File: src/design/sfem_pkg.sv
// Package: widths, reset values, register indexes and control types of the fade mixer.
package sfem_pkg;

    localparam int SAMPLE_W   = 16;
    localparam int FADE_W     = 24;
    localparam int SONG_W     = 32;
    localparam int VOL_W      = 16;
    localparam int VOL_FRAC   = 8;
    localparam int CFG_DATA_W = 32;
    localparam int CFG_IDX_W  = 2;

    localparam int GAIN_FRAC  = 16;
    localparam int GAIN_W     = GAIN_FRAC + 1;
    localparam int REM_W      = FADE_W + 1;
    localparam int DIV_CNT_W  = $clog2(GAIN_FRAC + 1);
    localparam int BG_PROD_W  = SAMPLE_W + VOL_W;
    localparam int BG_SHR_W   = BG_PROD_W - VOL_FRAC;

    localparam logic [FADE_W-1:0] FADE_RESET = FADE_W'(308700);
    localparam logic [SONG_W-1:0] SONG_RESET = SONG_W'(1);
    localparam logic [VOL_W-1:0]  VOL_RESET  = VOL_W'(256);

    localparam logic signed [SAMPLE_W-1:0] SAMPLE_MAX = {1'b0, {(SAMPLE_W-1){1'b1}}};
    localparam logic signed [SAMPLE_W-1:0] SAMPLE_MIN = {1'b1, {(SAMPLE_W-1){1'b0}}};

    typedef enum logic [CFG_IDX_W-1:0] {
        REG_FADE_LENGTH       = 2'd0,
        REG_SONG_FRAMES       = 2'd1,
        REG_BACKGROUND_ENABLE = 2'd2,
        REG_BACKGROUND_VOLUME = 2'd3
    } sfem_reg_t;

    typedef enum logic [2:0] {
        ST_IDLE,
        ST_SELECT,
        ST_DIVIDE,
        ST_SQUARE,
        ST_SCALE,
        ST_LOAD
    } sfem_state_t;

    typedef struct packed {
        logic load;
        logic select;
        logic div_step;
        logic square;
        logic scale;
        logic out_load;
    } sfem_cmd_t;

    typedef struct packed {
        logic div_last;
    } sfem_status_t;

endpackage

File: src/design/sfem_if.sv
// Interfaces: input frame channel and output frame channel.
interface sfem_in_if
    import sfem_pkg::*;
();
    logic                       valid;
    logic                       ready;
    logic                       song_start;
    logic signed [SAMPLE_W-1:0] left_in;
    logic signed [SAMPLE_W-1:0] right_in;
    logic signed [SAMPLE_W-1:0] bg_left_in;
    logic signed [SAMPLE_W-1:0] bg_right_in;

    modport source (output valid, song_start, left_in, right_in, bg_left_in, bg_right_in,
                    input ready);
    modport sink (input valid, song_start, left_in, right_in, bg_left_in, bg_right_in,
                  output ready);
endinterface

interface sfem_out_if
    import sfem_pkg::*;
();
    logic                       valid;
    logic                       ready;
    logic signed [SAMPLE_W-1:0] left_out;
    logic signed [SAMPLE_W-1:0] right_out;

    modport source (output valid, left_out, right_out, input ready);
    modport sink (input valid, left_out, right_out, output ready);
endinterface

File: src/design/sfem_ctrl.sv
// Controller: sequences select, divide, square, scale and output load for one item.
module sfem_ctrl
    import sfem_pkg::*;
(
    input  logic         clk,
    input  logic         rst_n,
    input  logic         in_valid,
    output logic         in_ready,
    output logic         out_valid,
    input  logic         out_ready,
    input  sfem_status_t status,
    output sfem_cmd_t    cmd
);

    sfem_state_t state_reg;
    sfem_state_t state_next;
    logic        out_valid_reg;
    logic        out_valid_next;

    always_ff @(posedge clk or negedge rst_n)
    begin
        if (!rst_n)
        begin
            state_reg     <= ST_IDLE;
            out_valid_reg <= 1'b0;
        end
        else
        begin
            state_reg     <= state_next;
            out_valid_reg <= out_valid_next;
        end
    end

    always_comb
    begin
        state_next = state_reg;
        unique case (state_reg)
            ST_IDLE:
            begin
                if (in_valid)
                    state_next = ST_SELECT;
            end
            ST_SELECT: state_next = ST_DIVIDE;
            ST_DIVIDE:
            begin
                if (status.div_last)
                    state_next = ST_SQUARE;
            end
            ST_SQUARE: state_next = ST_SCALE;
            ST_SCALE:  state_next = ST_LOAD;
            ST_LOAD:
            begin
                if (!out_valid_reg || out_ready)
                    state_next = ST_IDLE;
            end
            default:   state_next = ST_IDLE;
        endcase
    end

    always_comb
    begin
        cmd      = '0;
        in_ready = 1'b0;
        unique case (state_reg)
            ST_IDLE:
            begin
                in_ready = 1'b1;
                cmd.load = in_valid;
            end
            ST_SELECT: cmd.select   = 1'b1;
            ST_DIVIDE: cmd.div_step = 1'b1;
            ST_SQUARE: cmd.square   = 1'b1;
            ST_SCALE:  cmd.scale    = 1'b1;
            ST_LOAD:   cmd.out_load = !out_valid_reg || out_ready;
            default:   cmd = '0;
        endcase
    end

    always_comb
    begin
        out_valid_next = out_valid_reg;
        if (cmd.out_load)
            out_valid_next = 1'b1;
        else if (out_ready)
            out_valid_next = 1'b0;
    end

    assign out_valid = out_valid_reg;

endmodule

File: src/design/sfem_dp.sv
// Datapath: config registers, position counter, gain divider, multipliers and output register.
module sfem_dp
    import sfem_pkg::*;
(
    input  logic                       clk,
    input  logic                       rst_n,
    input  logic                       cfg_we,
    input  logic [CFG_IDX_W-1:0]       cfg_index,
    input  logic [CFG_DATA_W-1:0]      cfg_data,
    input  sfem_cmd_t                  cmd,
    output sfem_status_t               status,
    input  logic                       song_start,
    input  logic signed [SAMPLE_W-1:0] left_in,
    input  logic signed [SAMPLE_W-1:0] right_in,
    input  logic signed [SAMPLE_W-1:0] bg_left_in,
    input  logic signed [SAMPLE_W-1:0] bg_right_in,
    output logic signed [SAMPLE_W-1:0] left_out,
    output logic signed [SAMPLE_W-1:0] right_out
);

    logic [FADE_W-1:0]  fade_reg;
    logic [SONG_W-1:0]  song_reg;
    logic               bg_en_reg;
    logic [VOL_W-1:0]   vol_reg;
    logic [SONG_W-1:0]  position_reg;
    logic [SONG_W-1:0]  position_next;
    logic [SONG_W-1:0]  pos_reg;

    logic signed [SAMPLE_W-1:0] left_reg;
    logic signed [SAMPLE_W-1:0] right_reg;
    logic signed [SAMPLE_W-1:0] bg_left_reg;
    logic signed [SAMPLE_W-1:0] bg_right_reg;

    logic                 unity_reg;
    logic [REM_W-1:0]     rem_reg;
    logic [GAIN_W-1:0]    quot_reg;
    logic [DIV_CNT_W-1:0] cnt_reg;
    logic [GAIN_W-1:0]    gain_reg;

    logic signed [SAMPLE_W:0]   faded_l_reg;
    logic signed [SAMPLE_W:0]   faded_r_reg;
    logic signed [SAMPLE_W-1:0] bg_l_reg;
    logic signed [SAMPLE_W-1:0] bg_r_reg;
    logic signed [SAMPLE_W-1:0] left_out_reg;
    logic signed [SAMPLE_W-1:0] right_out_reg;

    // configuration
    always_ff @(posedge clk or negedge rst_n)
    begin
        if (!rst_n)
        begin
            fade_reg  <= FADE_RESET;
            song_reg  <= SONG_RESET;
            bg_en_reg <= 1'b0;
            vol_reg   <= VOL_RESET;
        end
        else if (cfg_we)
        begin
            unique case (sfem_reg_t'(cfg_index))
                REG_FADE_LENGTH:       fade_reg  <= cfg_data[FADE_W-1:0];
                REG_SONG_FRAMES:       song_reg  <= cfg_data[SONG_W-1:0];
                REG_BACKGROUND_ENABLE: bg_en_reg <= cfg_data[0];
                REG_BACKGROUND_VOLUME: vol_reg   <= cfg_data[VOL_W-1:0];
                default:               fade_reg  <= fade_reg;
            endcase
        end
    end

    // position counter, saturating
    logic [SONG_W-1:0] pos_eff;
    assign pos_eff = song_start ? '0 : position_reg;

    always_comb
    begin
        position_next = position_reg;
        if (cmd.load)
            position_next = (&pos_eff) ? pos_eff : pos_eff + SONG_W'(1);
    end

    always_ff @(posedge clk or negedge rst_n)
    begin
        if (!rst_n)
            position_reg <= '0;
        else
            position_reg <= position_next;
    end

    always_ff @(posedge clk)
    begin
        if (cmd.load)
        begin
            pos_reg      <= pos_eff;
            left_reg     <= left_in;
            right_reg    <= right_in;
            bg_left_reg  <= bg_left_in;
            bg_right_reg <= bg_right_in;
        end
    end

    // fade selection
    logic [SONG_W-1:0] fade_ext;
    logic [SONG_W-1:0] remaining;
    logic              pos_in_fade;
    logic              rem_in_fade;
    logic [FADE_W-1:0] fade_n;

    assign fade_ext    = {{(SONG_W-FADE_W){1'b0}}, fade_reg};
    assign remaining   = (pos_reg < song_reg) ? song_reg - pos_reg : '0;
    assign pos_in_fade = pos_reg <= fade_ext;
    assign rem_in_fade = remaining <= fade_ext;
    assign fade_n      = pos_in_fade ? pos_reg[FADE_W-1:0] : remaining[FADE_W-1:0];

    // restoring divider: quotient = n * 2^GAIN_FRAC / fade, one bit per cycle
    logic [REM_W-1:0]  fade_rem;
    logic              div_ge;
    logic [REM_W-1:0]  div_diff;

    assign fade_rem = {1'b0, fade_reg};
    assign div_ge   = rem_reg >= fade_rem;
    assign div_diff = div_ge ? rem_reg - fade_rem : rem_reg;
    assign status.div_last = (cnt_reg == '0);

    always_ff @(posedge clk)
    begin
        if (cmd.select)
        begin
            unity_reg <= (fade_reg == '0) || (!pos_in_fade && !rem_in_fade);
            rem_reg   <= {1'b0, fade_n};
            quot_reg  <= '0;
            cnt_reg   <= DIV_CNT_W'(GAIN_FRAC);
        end
        else if (cmd.div_step)
        begin
            rem_reg  <= {div_diff[FADE_W-1:0], 1'b0};
            quot_reg <= {quot_reg[GAIN_W-2:0], div_ge};
            cnt_reg  <= cnt_reg - DIV_CNT_W'(1);
        end
    end

    // gain = quotient^2 >> GAIN_FRAC, or unity when the fade length is zero or outside both fades
    logic [2*GAIN_W-1:0] quot_sq;
    assign quot_sq = {{GAIN_W{1'b0}}, quot_reg} * {{GAIN_W{1'b0}}, quot_reg};

    always_ff @(posedge clk)
    begin
        if (cmd.square)
            gain_reg <= unity_reg ? (GAIN_W'(1) << GAIN_FRAC) : quot_sq[GAIN_FRAC +: GAIN_W];
    end

    // scaling, truncated toward zero; the background result saturates
    function automatic logic [SAMPLE_W-1:0] mag_of(input logic signed [SAMPLE_W-1:0] s);
        logic [SAMPLE_W-1:0] m;
        m = s[SAMPLE_W-1] ? SAMPLE_W'(-s) : SAMPLE_W'(s);
        return m;
    endfunction

    function automatic logic signed [SAMPLE_W:0] fade_scale(
        input logic signed [SAMPLE_W-1:0] s,
        input logic [GAIN_W-1:0]          g
    );
        logic [SAMPLE_W+GAIN_W-1:0] p;
        logic signed [SAMPLE_W:0]   m;
        p = {{GAIN_W{1'b0}}, mag_of(s)} * {{SAMPLE_W{1'b0}}, g};
        m = $signed({1'b0, p[GAIN_FRAC +: SAMPLE_W]});
        return s[SAMPLE_W-1] ? -m : m;
    endfunction

    function automatic logic signed [SAMPLE_W-1:0] bg_scale(
        input logic signed [SAMPLE_W-1:0] s,
        input logic [VOL_W-1:0]           v
    );
        logic [BG_PROD_W-1:0]      p;
        logic [BG_SHR_W-1:0]       m;
        logic signed [SAMPLE_W-1:0] r;
        p = {{VOL_W{1'b0}}, mag_of(s)} * {{SAMPLE_W{1'b0}}, v};
        m = p[VOL_FRAC +: BG_SHR_W];
        if (s[SAMPLE_W-1])
            r = (m > BG_SHR_W'(SAMPLE_MAX) + BG_SHR_W'(1)) ? SAMPLE_MIN : SAMPLE_W'(-m);
        else
            r = (m > BG_SHR_W'(SAMPLE_MAX)) ? SAMPLE_MAX : SAMPLE_W'(m);
        return r;
    endfunction

    always_ff @(posedge clk)
    begin
        if (cmd.scale)
        begin
            faded_l_reg <= fade_scale(left_reg, gain_reg);
            faded_r_reg <= fade_scale(right_reg, gain_reg);
            bg_l_reg    <= bg_en_reg ? bg_scale(bg_left_reg, vol_reg) : '0;
            bg_r_reg    <= bg_en_reg ? bg_scale(bg_right_reg, vol_reg) : '0;
        end
    end

    // mix and saturate into the output register
    function automatic logic signed [SAMPLE_W-1:0] mix_sat(
        input logic signed [SAMPLE_W:0]   a,
        input logic signed [SAMPLE_W-1:0] b
    );
        logic signed [SAMPLE_W+1:0] sum;
        logic signed [SAMPLE_W-1:0] r;
        sum = {a[SAMPLE_W], a} + {{2{b[SAMPLE_W-1]}}, b};
        if (sum > $signed({{2{1'b0}}, SAMPLE_MAX}))
            r = SAMPLE_MAX;
        else if (sum < $signed({{2{1'b1}}, SAMPLE_MIN}))
            r = SAMPLE_MIN;
        else
            r = sum[SAMPLE_W-1:0];
        return r;
    endfunction

    always_ff @(posedge clk)
    begin
        if (cmd.out_load)
        begin
            left_out_reg  <= mix_sat(faded_l_reg, bg_l_reg);
            right_out_reg <= mix_sat(faded_r_reg, bg_r_reg);
        end
    end

    assign left_out  = left_out_reg;
    assign right_out = right_out_reg;

endmodule

File: src/design/stereo_fade_envelope_mixer.sv
// Top level: quadratic fade-in/fade-out stereo mixer with background mix.
// An accepted item passes the select, divide, square, scale and load states before output valid.
// One item at a time: a new item is accepted only after the last is loaded; the gain divider takes 17 steps.
// The next item is accepted while a finished result waits in the output register.
// Reset (rst_n, async low): position 0, registers to defaults, no result pending.
module stereo_fade_envelope_mixer
    import sfem_pkg::*;
(
    input  logic                  clk,
    input  logic                  rst_n,
    sfem_in_if.sink               frame,
    sfem_out_if.source            result,
    input  logic                  cfg_we,
    input  logic [CFG_IDX_W-1:0]  cfg_index,
    input  logic [CFG_DATA_W-1:0] cfg_data
);

    sfem_cmd_t    cmd;
    sfem_status_t status;

    sfem_ctrl u_ctrl (
        .clk       (clk),
        .rst_n     (rst_n),
        .in_valid  (frame.valid),
        .in_ready  (frame.ready),
        .out_valid (result.valid),
        .out_ready (result.ready),
        .status    (status),
        .cmd       (cmd)
    );

    sfem_dp u_dp (
        .clk         (clk),
        .rst_n       (rst_n),
        .cfg_we      (cfg_we),
        .cfg_index   (cfg_index),
        .cfg_data    (cfg_data),
        .cmd         (cmd),
        .status      (status),
        .song_start  (frame.song_start),
        .left_in     (frame.left_in),
        .right_in    (frame.right_in),
        .bg_left_in  (frame.bg_left_in),
        .bg_right_in (frame.bg_right_in),
        .left_out    (result.left_out),
        .right_out   (result.right_out)
    );

endmodule
File: src/flat_wrapper.sv
// flat-port wrapper written by rule: the top's interface ports become plain ports
module stereo_fade_envelope_mixer_flat import sfem_pkg::*;
  (clk, rst_n, cfg_we, cfg_index, cfg_data, frame_valid, frame_song_start, frame_left_in, frame_right_in, frame_bg_left_in, frame_bg_right_in, frame_ready, result_valid, result_left_out, result_right_out, result_ready);
  sfem_in_if frame_i ();
  sfem_out_if result_i ();
  input  logic clk;
  input  logic rst_n;
  input  logic cfg_we;
  input  logic [CFG_IDX_W-1:0] cfg_index;
  input  logic [CFG_DATA_W-1:0] cfg_data;
  input wire logic [$bits(frame_i.valid)-1:0] frame_valid;
  input wire logic [$bits(frame_i.song_start)-1:0] frame_song_start;
  input wire logic [$bits(frame_i.left_in)-1:0] frame_left_in;
  input wire logic [$bits(frame_i.right_in)-1:0] frame_right_in;
  input wire logic [$bits(frame_i.bg_left_in)-1:0] frame_bg_left_in;
  input wire logic [$bits(frame_i.bg_right_in)-1:0] frame_bg_right_in;
  output wire logic [$bits(frame_i.ready)-1:0] frame_ready;
  output wire logic [$bits(result_i.valid)-1:0] result_valid;
  output wire logic [$bits(result_i.left_out)-1:0] result_left_out;
  output wire logic [$bits(result_i.right_out)-1:0] result_right_out;
  input wire logic [$bits(result_i.ready)-1:0] result_ready;
  assign frame_i.valid = frame_valid;
  assign frame_i.song_start = frame_song_start;
  assign frame_i.left_in = frame_left_in;
  assign frame_i.right_in = frame_right_in;
  assign frame_i.bg_left_in = frame_bg_left_in;
  assign frame_i.bg_right_in = frame_bg_right_in;
  assign frame_ready = frame_i.ready;
  assign result_valid = result_i.valid;
  assign result_left_out = result_i.left_out;
  assign result_right_out = result_i.right_out;
  assign result_i.ready = result_ready;
  stereo_fade_envelope_mixer u_core (.clk(clk), .rst_n(rst_n), .frame(frame_i), .result(result_i), .cfg_we(cfg_we), .cfg_index(cfg_index), .cfg_data(cfg_data));
endmodule
File: config.mk
export PLATFORM = sky130hd
export DESIGN_NAME = stereo_fade_envelope_mixer_flat
export DESIGN_NICKNAME = d
export VERILOG_FILES = /design/src/design/sfem_pkg.sv /design/src/design/sfem_if.sv /design/src/design/sfem_ctrl.sv /design/src/design/sfem_dp.sv /design/src/design/stereo_fade_envelope_mixer.sv /design/src/flat_wrapper.sv
export SDC_FILE = /design/constraint.sdc
export NUM_CORES = 2
export LEC_CHECK = 0
export BUFFER_PORTS_ARGS = -buffer_cell sky130_fd_sc_hd__buf_2
export CORE_MARGIN = 5
export CORE_UTILIZATION = 58
export CTS_CLUSTER_SIZE = 24
export DETAILED_ROUTE_END_ITERATION = 8
export PLACE_DENSITY_LB_ADDON = 0.05
export REMOVE_ABC_BUFFERS = 1
export SETUP_SLACK_MARGIN = 0.5
export SLEW_MARGIN = 0
export SYNTH_ARGS = -nofsm -noshare
export SYNTH_HDL_FRONTEND = slang
export SYNTH_SLANG_ARGS = --single-unit
File: constraint.sdc
create_clock -name clk -period 10.17 [get_ports clk]
set_clock_uncertainty 0.2 [all_clocks]
set_input_delay 1.017 -clock clk [delete_from_list [all_inputs] [get_ports clk]]
set_output_delay 1.017 -clock clk [all_outputs]
set_load 0.005 [all_outputs]
=== Word-level counts from Yosys, hierarchy flattened ===
Cells that the tools add are included.

* Order comparisons: 12
* $add $sub $neg: 14
* Multipliers: 5
* Eq/ne operators: 11
* Multiplexer cells: 34
* Reductions and logical operators: 18

{| class="wikitable"
|+ Operators by type and width
! kind !! count
|-
| 2-to-1 mux 16 bit || 14
|-
| 2-to-1 mux 24 bit || 4
|-
| 2-to-1 mux 32 bit || 3
|-
| negation 16 bit || 6
|-
| <= comparator 32 x 24 -> 1 bit || 2
|-
| multiplier 16 x 16 -> 32 bit || 2
|-
| multiplier 16 x 17 -> 32 bit || 2
|-
| > comparator 24 x 15 -> 1 bit, second input constant || 2
|-
| > comparator 24 x 16 -> 1 bit, second input constant || 2
|-
| adder 17 x 16 -> 18 bit || 2
|-
| > comparator 18 x 16 -> 1 bit, second input constant || 2
|-
| < comparator 18 x 16 -> 1 bit, second input constant || 2
|-
| negation 16 -> 17 bit || 2
|-
| multiplier 17 x 17 -> 33 bit || 1
|-
| adder 32 x 1 -> 32 bit, second input constant || 1
|-
| < comparator 32 bit || 1
|-
| AND reduction 32 bit || 1
|-
| subtractor 32 bit || 1
|-
| greater-or-equal comparator 25 x 24 -> 1 bit || 1
|-
| zero test 24 bit || 1
|-
| subtractor 24 bit || 1
|-
| one-hot mux 3 bit (6 select lines) || 1
|-
| 2-to-1 mux 1 bit || 9
|-
| 2-to-1 mux 3 bit || 3
|-
| 17 further kinds || 28
|}

* Output and inout bits: 34
* Word-level logic and storage cells: 120
* Register bits after elaboration: 368

=== Depth between registers and ports, before layout ===
* Depth after elaboration: 6
* Gate-level depth with buffers: 40
* Depth with buffers taken out: 34

=== Modules after synthesis ===
Synthesis repeated with hierarchy kept, for this count alone.

* Cell total of the unflattened synthesis: 7157
* Area total of the unflattened synthesis: 65064.9 µm²

{| class="wikitable"
|+ By module, submodules not included
! module !! area each (µm²) !! cells each !! instances !! seq. area each (µm²)
|-
| sfem_dp || 64840.9 || 7134 || 1 || 10191.0
|-
| sfem_ctrl || 224.0 || 23 || 1 || 100.1
|}

=== Worst setup path after synthesis ===
No wires, ideal clock.

* Path type: register to register
* Start point: reg u_core.u_dp.bg_left_reg[5]
* End point: reg u_core.u_dp.bg_l_reg[15] (data pin)
* Library setup time: 0.258 ns
* Buffers on the path: 3
* Stages on the path, launching flop included: 29
* Arrival time: 8.389 ns
* Data required time: 9.712 ns
* Slack: 1.323 ns
* Path through: edfxtp_1 > or4_1 > or4_1 > o31ai_1 > xnor2_1 > clkbuf_1 > nand2_1 > fa_1 > fa_1 > fa_1 > inv_1 > fa_1 > fa_1 > inv_1 > fa_1 > inv_1 > ha_1 > buf_6 > a21o_1 > a21o_1 > a2111oi_4 > a22oi_2 > a41o_1 > xnor2_1 > and3_4 > nand4_4 > a2111oi_4 > buf_6 > a21oi_1

* Word-level cells in the longest chain between the ends: 6

{| class="wikitable"
|+ Ends and longest elaborated chain
! item !! RTL line !! text
|-
| from (decl) || sfem_dp.sv:31 || <nowiki>logic signed [SAMPLE_W-1:0] bg_left_reg;</nowiki>
|-
| from (signal assigned) || sfem_dp.sv:95 || <nowiki>bg_left_reg <= bg_left_in;</nowiki>
|-
| negation 16 bit || sfem_dp.sv:153 || <nowiki>m = s[SAMPLE_W-1] ? SAMPLE_W'(-s) : SAMPLE_W'(s);</nowiki>
|-
| 2-to-1 mux 16 bit * || sfem_dp.sv:153 ||
|-
| multiplier 16 x 16 -> 32 bit * || sfem_dp.sv:175 || <nowiki>p = {{VOL_W{1'b0}}, mag_of(s)} * {{SAMPLE_W{1'b0}}, v};</nowiki>
|-
| > comparator 24 x 15 -> 1 bit (tied with other cells) || sfem_dp.sv:180 || <nowiki>r = (m > BG_SHR_W'(SAMPLE_MAX)) ? SAMPLE_MAX : SAMPLE_W'(m);</nowiki>
|-
| 2-to-1 mux 16 bit, on equally long branches || sfem_dp.sv:180, sfem_dp.sv:178 ||
|-
| 2-to-1 mux 16 bit * || sfem_dp.sv:177 || <nowiki>if (s[SAMPLE_W-1])</nowiki>
|-
| to (signal assigned) || sfem_dp.sv:190 || <nowiki>bg_l_reg <= bg_en_reg ? bg_scale(bg_left_reg, vol_reg) : '0;</nowiki>
|-
| to (decl) || sfem_dp.sv:42 || <nowiki>logic signed [SAMPLE_W-1:0] bg_l_reg;</nowiki>
|}

Every way passes the cells marked *; elsewhere a longest branch is shown, timed or not.
A chain may end at the register's enable or synchronous reset.

=== Final worst setup path ===
* Start point: reg u_core.u_dp.bg_right_reg[0]
* End point: reg u_core.u_dp.bg_r_reg[14] (data pin)

* Word-level cells in the longest chain between the ends: 6

{| class="wikitable"
|+ Ends and longest elaborated chain
! item !! RTL line !! text
|-
| from (decl) || sfem_dp.sv:32 || <nowiki>logic signed [SAMPLE_W-1:0] bg_right_reg;</nowiki>
|-
| from (signal assigned) || sfem_dp.sv:96 || <nowiki>bg_right_reg <= bg_right_in;</nowiki>
|-
| negation 16 bit || sfem_dp.sv:153 ||
|-
| 2-to-1 mux 16 bit * || sfem_dp.sv:153 ||
|-
| multiplier 16 x 16 -> 32 bit * || sfem_dp.sv:175 ||
|-
| > comparator 24 x 15 -> 1 bit (tied with other cells) || sfem_dp.sv:180 ||
|-
| 2-to-1 mux 16 bit, on equally long branches || sfem_dp.sv:180, sfem_dp.sv:178 ||
|-
| 2-to-1 mux 16 bit * || sfem_dp.sv:177 ||
|-
| to (signal assigned) || sfem_dp.sv:191 || <nowiki>bg_r_reg <= bg_en_reg ? bg_scale(bg_right_reg, vol_reg) : '0;</nowiki>
|-
| to (decl) || sfem_dp.sv:43 || <nowiki>logic signed [SAMPLE_W-1:0] bg_r_reg;</nowiki>
|}

Marks and branches as above.

==> results.sh <==
export IMPL_cts_tree="yes"
export IMPL_synth_cell_types=112
export IMPL_dpl_cell_area_mm2=0.0674
export IMPL_synth_ff_type="edfxtp_1"
export IMPL_grt_setup_unrepaired="true"
export IMPL_hold_class="input port to asynchronous set/reset pin"
export IMPL_dr_first_iter_drc_count=2935
export IMPL_finalSetupTns_ns=0
export IMPL_chipWidth_um=345
export IMPL_critPathMaxFanout=23
export IMPL_place_hpwl_mm=131
export IMPL_finalHoldViolCount=0
export IMPL_clkLatencyLatePin_ns=0.66
export IMPL_drive_gt1_share_pct=6.83
export IMPL_worst_slew_pin_slew_ns=1.11
export IMPL_path_common_cell="fa_1"
export IMPL_num_io_pins=138
export IMPL_clock_path_buffers=3
export IMPL_dr_pass1_iters=6
export IMPL_cts_htree_levels=2
export IMPL_wl_per_cell_um=18.9
export IMPL_syn_area_mm2=0.0650
export IMPL_status="finished, final reports clean"
export IMPL_synth_top_area_share_pct=30.6
export IMPL_final_area_mm2=0.0692
export IMPL_fmax_ghz=0.109
export IMPL_slew_headroom_pct=25.8
export IMPL_via_per_inst=5.64
export IMPL_grt_pass1_wl_mm=270
export IMPL_initial_utilization_pct=58.6
export IMPL_synth_edf_count=236
export IMPL_min_period_ns=9.16
export IMPL_cp_arrival_ns=9.31
export IMPL_cts_root_buf="clkbuf_16"
export IMPL_die_y_um=345
export IMPL_layout_nets=8962
export IMPL_critPathMaxStageDelay_ns=0.64
export IMPL_core_area_mm2=0.111
export IMPL_synth_seq_area_share_pct=15.8
export IMPL_path_clk_slew_ns=0.07
export IMPL_grt_pass1_vias=50900
export IMPL_grt_usage_pct=28.4
export IMPL_avgSynthCellArea_um2=9.03
export IMPL_gp_congestion=0.937
export IMPL_antenna_found_initial=7
export IMPL_setup_viol=0
export IMPL_worst_r2r_startpoint="u_core.u_dp.bg_right_reg[0]"
export IMPL_synth_cells=7199
export IMPL_place_inst=8651
export IMPL_rr_endpoint="u_core.u_dp.bg_r_reg[14]"
export IMPL_synthArstFlopShare_pct=29.6
export IMPL_crit_buf_inv=5
export IMPL_grt_overflow=0
export IMPL_postRouteAntennaNets=0
export IMPL_drv_slew=0
export IMPL_crit_type="flop to flop"
export IMPL_cts_buffers=48
export IMPL_clock_sinks=368
export IMPL_fp_row_count=122
export IMPL_startpoint_type="flop"
export IMPL_final_cells=8751
export IMPL_area_growth_syn_to_layout_pct=6.44
export IMPL_rr_worst_depth=29
export IMPL_ys_ff_latch=368
export IMPL_rrSetupSlack_ns=1.01
export IMPL_die_area_mm2=0.119
export IMPL_grt_max_degree=70
export IMPL_cp_required_ns=10.32
export IMPL_synth_warnings=0
export IMPL_cp_slowest_cell="and4bb_2"
export IMPL_maxCapViolations=0
export IMPL_endpoint_kind="flop"
export IMPL_wirelength_mm=165
export IMPL_port_buffers=137
export IMPL_crit_family="adder cells"
export IMPL_drc=0
export IMPL_yosys_area_top_type="fa_1"
export IMPL_fin_crit_sh_pct=90.1
export IMPL_yosys_top_cells_area="fa_1 (31%), ha_1 (12%), edfxtp_1 (11%)"
export IMPL_vias=49325
==> cell usage after synthesis (13+ instances only) <==
master,n
o22ai_1,18
nor2_1,197
a21o_1,90
dfstp_2,13
and2_1,483
mux2_2,54
nand4_1,70
buf_2,13
o21ai_0,204
mux2i_1,17
dfxtp_1,23
o21bai_1,32
nor2b_1,68
edfxtp_1,236
a21boi_0,14
o211ai_1,54
nand3_1,110
or3_1,25
fa_1,993
clkbuf_1,265
a211oi_1,34
a21oi_1,234
and3_1,31
nand2_1,964
and4_1,16
xnor2_1,190
ha_1,647
xor2_1,85
a31oi_1,30
nand2b_1,50
dfrtp_1,96
o31ai_1,38
or2_2,18
nor4_1,28
a211o_1,14
nor3_1,59
inv_1,1416
o21a_1,29
==> metrics by stage <==
step | utilization [%] | hold WS (ns) | setup WS, ns
3_3_place_gp | 60.7 | 0.253 | 0.991
4_1_cts | 62.2 | 0.133 | 0.734
5_1_grt | 62.3 | 0.175 | 0.483
6_report | 62.3 | 0.164 | 1.01
2_1_floorplan | - | 0.246 | 1.01
3_5_place_dp | 60.7 | 0.264 | 0.755
==> cells by family (layout without fill, tap and decap cells) <==
kind of cell | count (synthesis) | count (layout) | synth area share, %
and+or+nand+nor | 2188 | 2188 | 16.6
buffers and inverters | 1711 | 1770 | 9.93
adders and majority gates | 1640 | 1640 | 43.0
AOI/OAI and AO/OA | 941 | 941 | 9.54
DFF | 368 | 368 | 15.8
xor gates and xnor gates | 277 | 277 | 3.76
muxes | 74 | 74 | 1.26
other | 0 | 5 | 0
==> layout make-up <==
type                            count  area, um^2
Clock inverter                     34         422
Tap cell                         1488        1860
Clock buffer                       56        1230
Timing Repair Buffer              262        1640
Antenna cell                        5        12.5
Multi-Input combinational cell   5120       48400
Inverter                         1418        5330
Fill cell                        9691       41800
Sequential cell                   368       10300
==> layout by cell type, fill, tap and decap left out, drive strengths merged, types with 18 or more instances in the layout <==
cell type | netlist | layout
inv | 1416 | 1417
fa | 993 | 993
nand2 | 965 | 965
ha | 647 | 647
and2 | 487 | 487
buf | 28 | 262
edfxtp | 236 | 236
a21oi | 235 | 235
o21ai | 209 | 209
nor2 | 197 | 197
xnor2 | 191 | 191
nand3 | 110 | 110
dfrtp | 96 | 96
a21o | 90 | 90
xor2 | 86 | 86
nand4 | 72 | 72
nor2b | 68 | 68
nor3 | 59 | 59
mux2 | 56 | 56
clkbuf | 265 | 56
o211ai | 54 | 54
nand2b | 50 | 50
o31ai | 38 | 38
a211oi | 36 | 36
o21bai | 32 | 32
and3 | 32 | 32
o21a | 31 | 31
a31oi | 30 | 30
nor4 | 30 | 30
or3 | 25 | 25
dfxtp | 23 | 23
clkinv | 2 | 23
a31o | 21 | 21
or2 | 20 | 20
o22ai | 18 | 18
mux2i | 18 | 18
==> timing repair <==
item,in CTS,in global routing
gates resized for setup,0,12
buffers inserted,0,5
hold buffers,0,0
setup endpoints to repair,0,33
==> per-layer routing <==
metal	up-vias	track usage [%]	share of wire (%)
met3	279	5.37	7.1
met5	-	0	0.028
met1	24665	39.8	44
met2	1394	45.1	45
met4	6	8.99	3.5
li1	22981	-	-
==> worst max path at each step <==
stage / start / to / slack [ns] / depth (start not counted)
global placement: u_core.u_dp.bg_left_reg[5] / u_core.u_dp.bg_l_reg[15] / 0.99 / 25
detailed placement: u_core.u_dp.bg_right_reg[1] / u_core.u_dp.bg_r_reg[14] / 0.76 / 33
global route: u_core.u_dp.bg_right_reg[0] / u_core.u_dp.bg_r_reg[14] / 0.48 / 34
CTS: u_core.u_dp.bg_right_reg[1] / u_core.u_dp.bg_r_reg[14] / 0.73 / 33
floorplan: u_core.u_dp.bg_left_reg[5] / u_core.u_dp.bg_l_reg[0] / 1.01 / 24
finish: u_core.u_dp.bg_right_reg[0] / u_core.u_dp.bg_r_reg[14] / 1.01 / 29
Power is left out: the tool's default activity adds up to more than one toggle a clock period on the data nets, which glitch-free logic cannot reach.
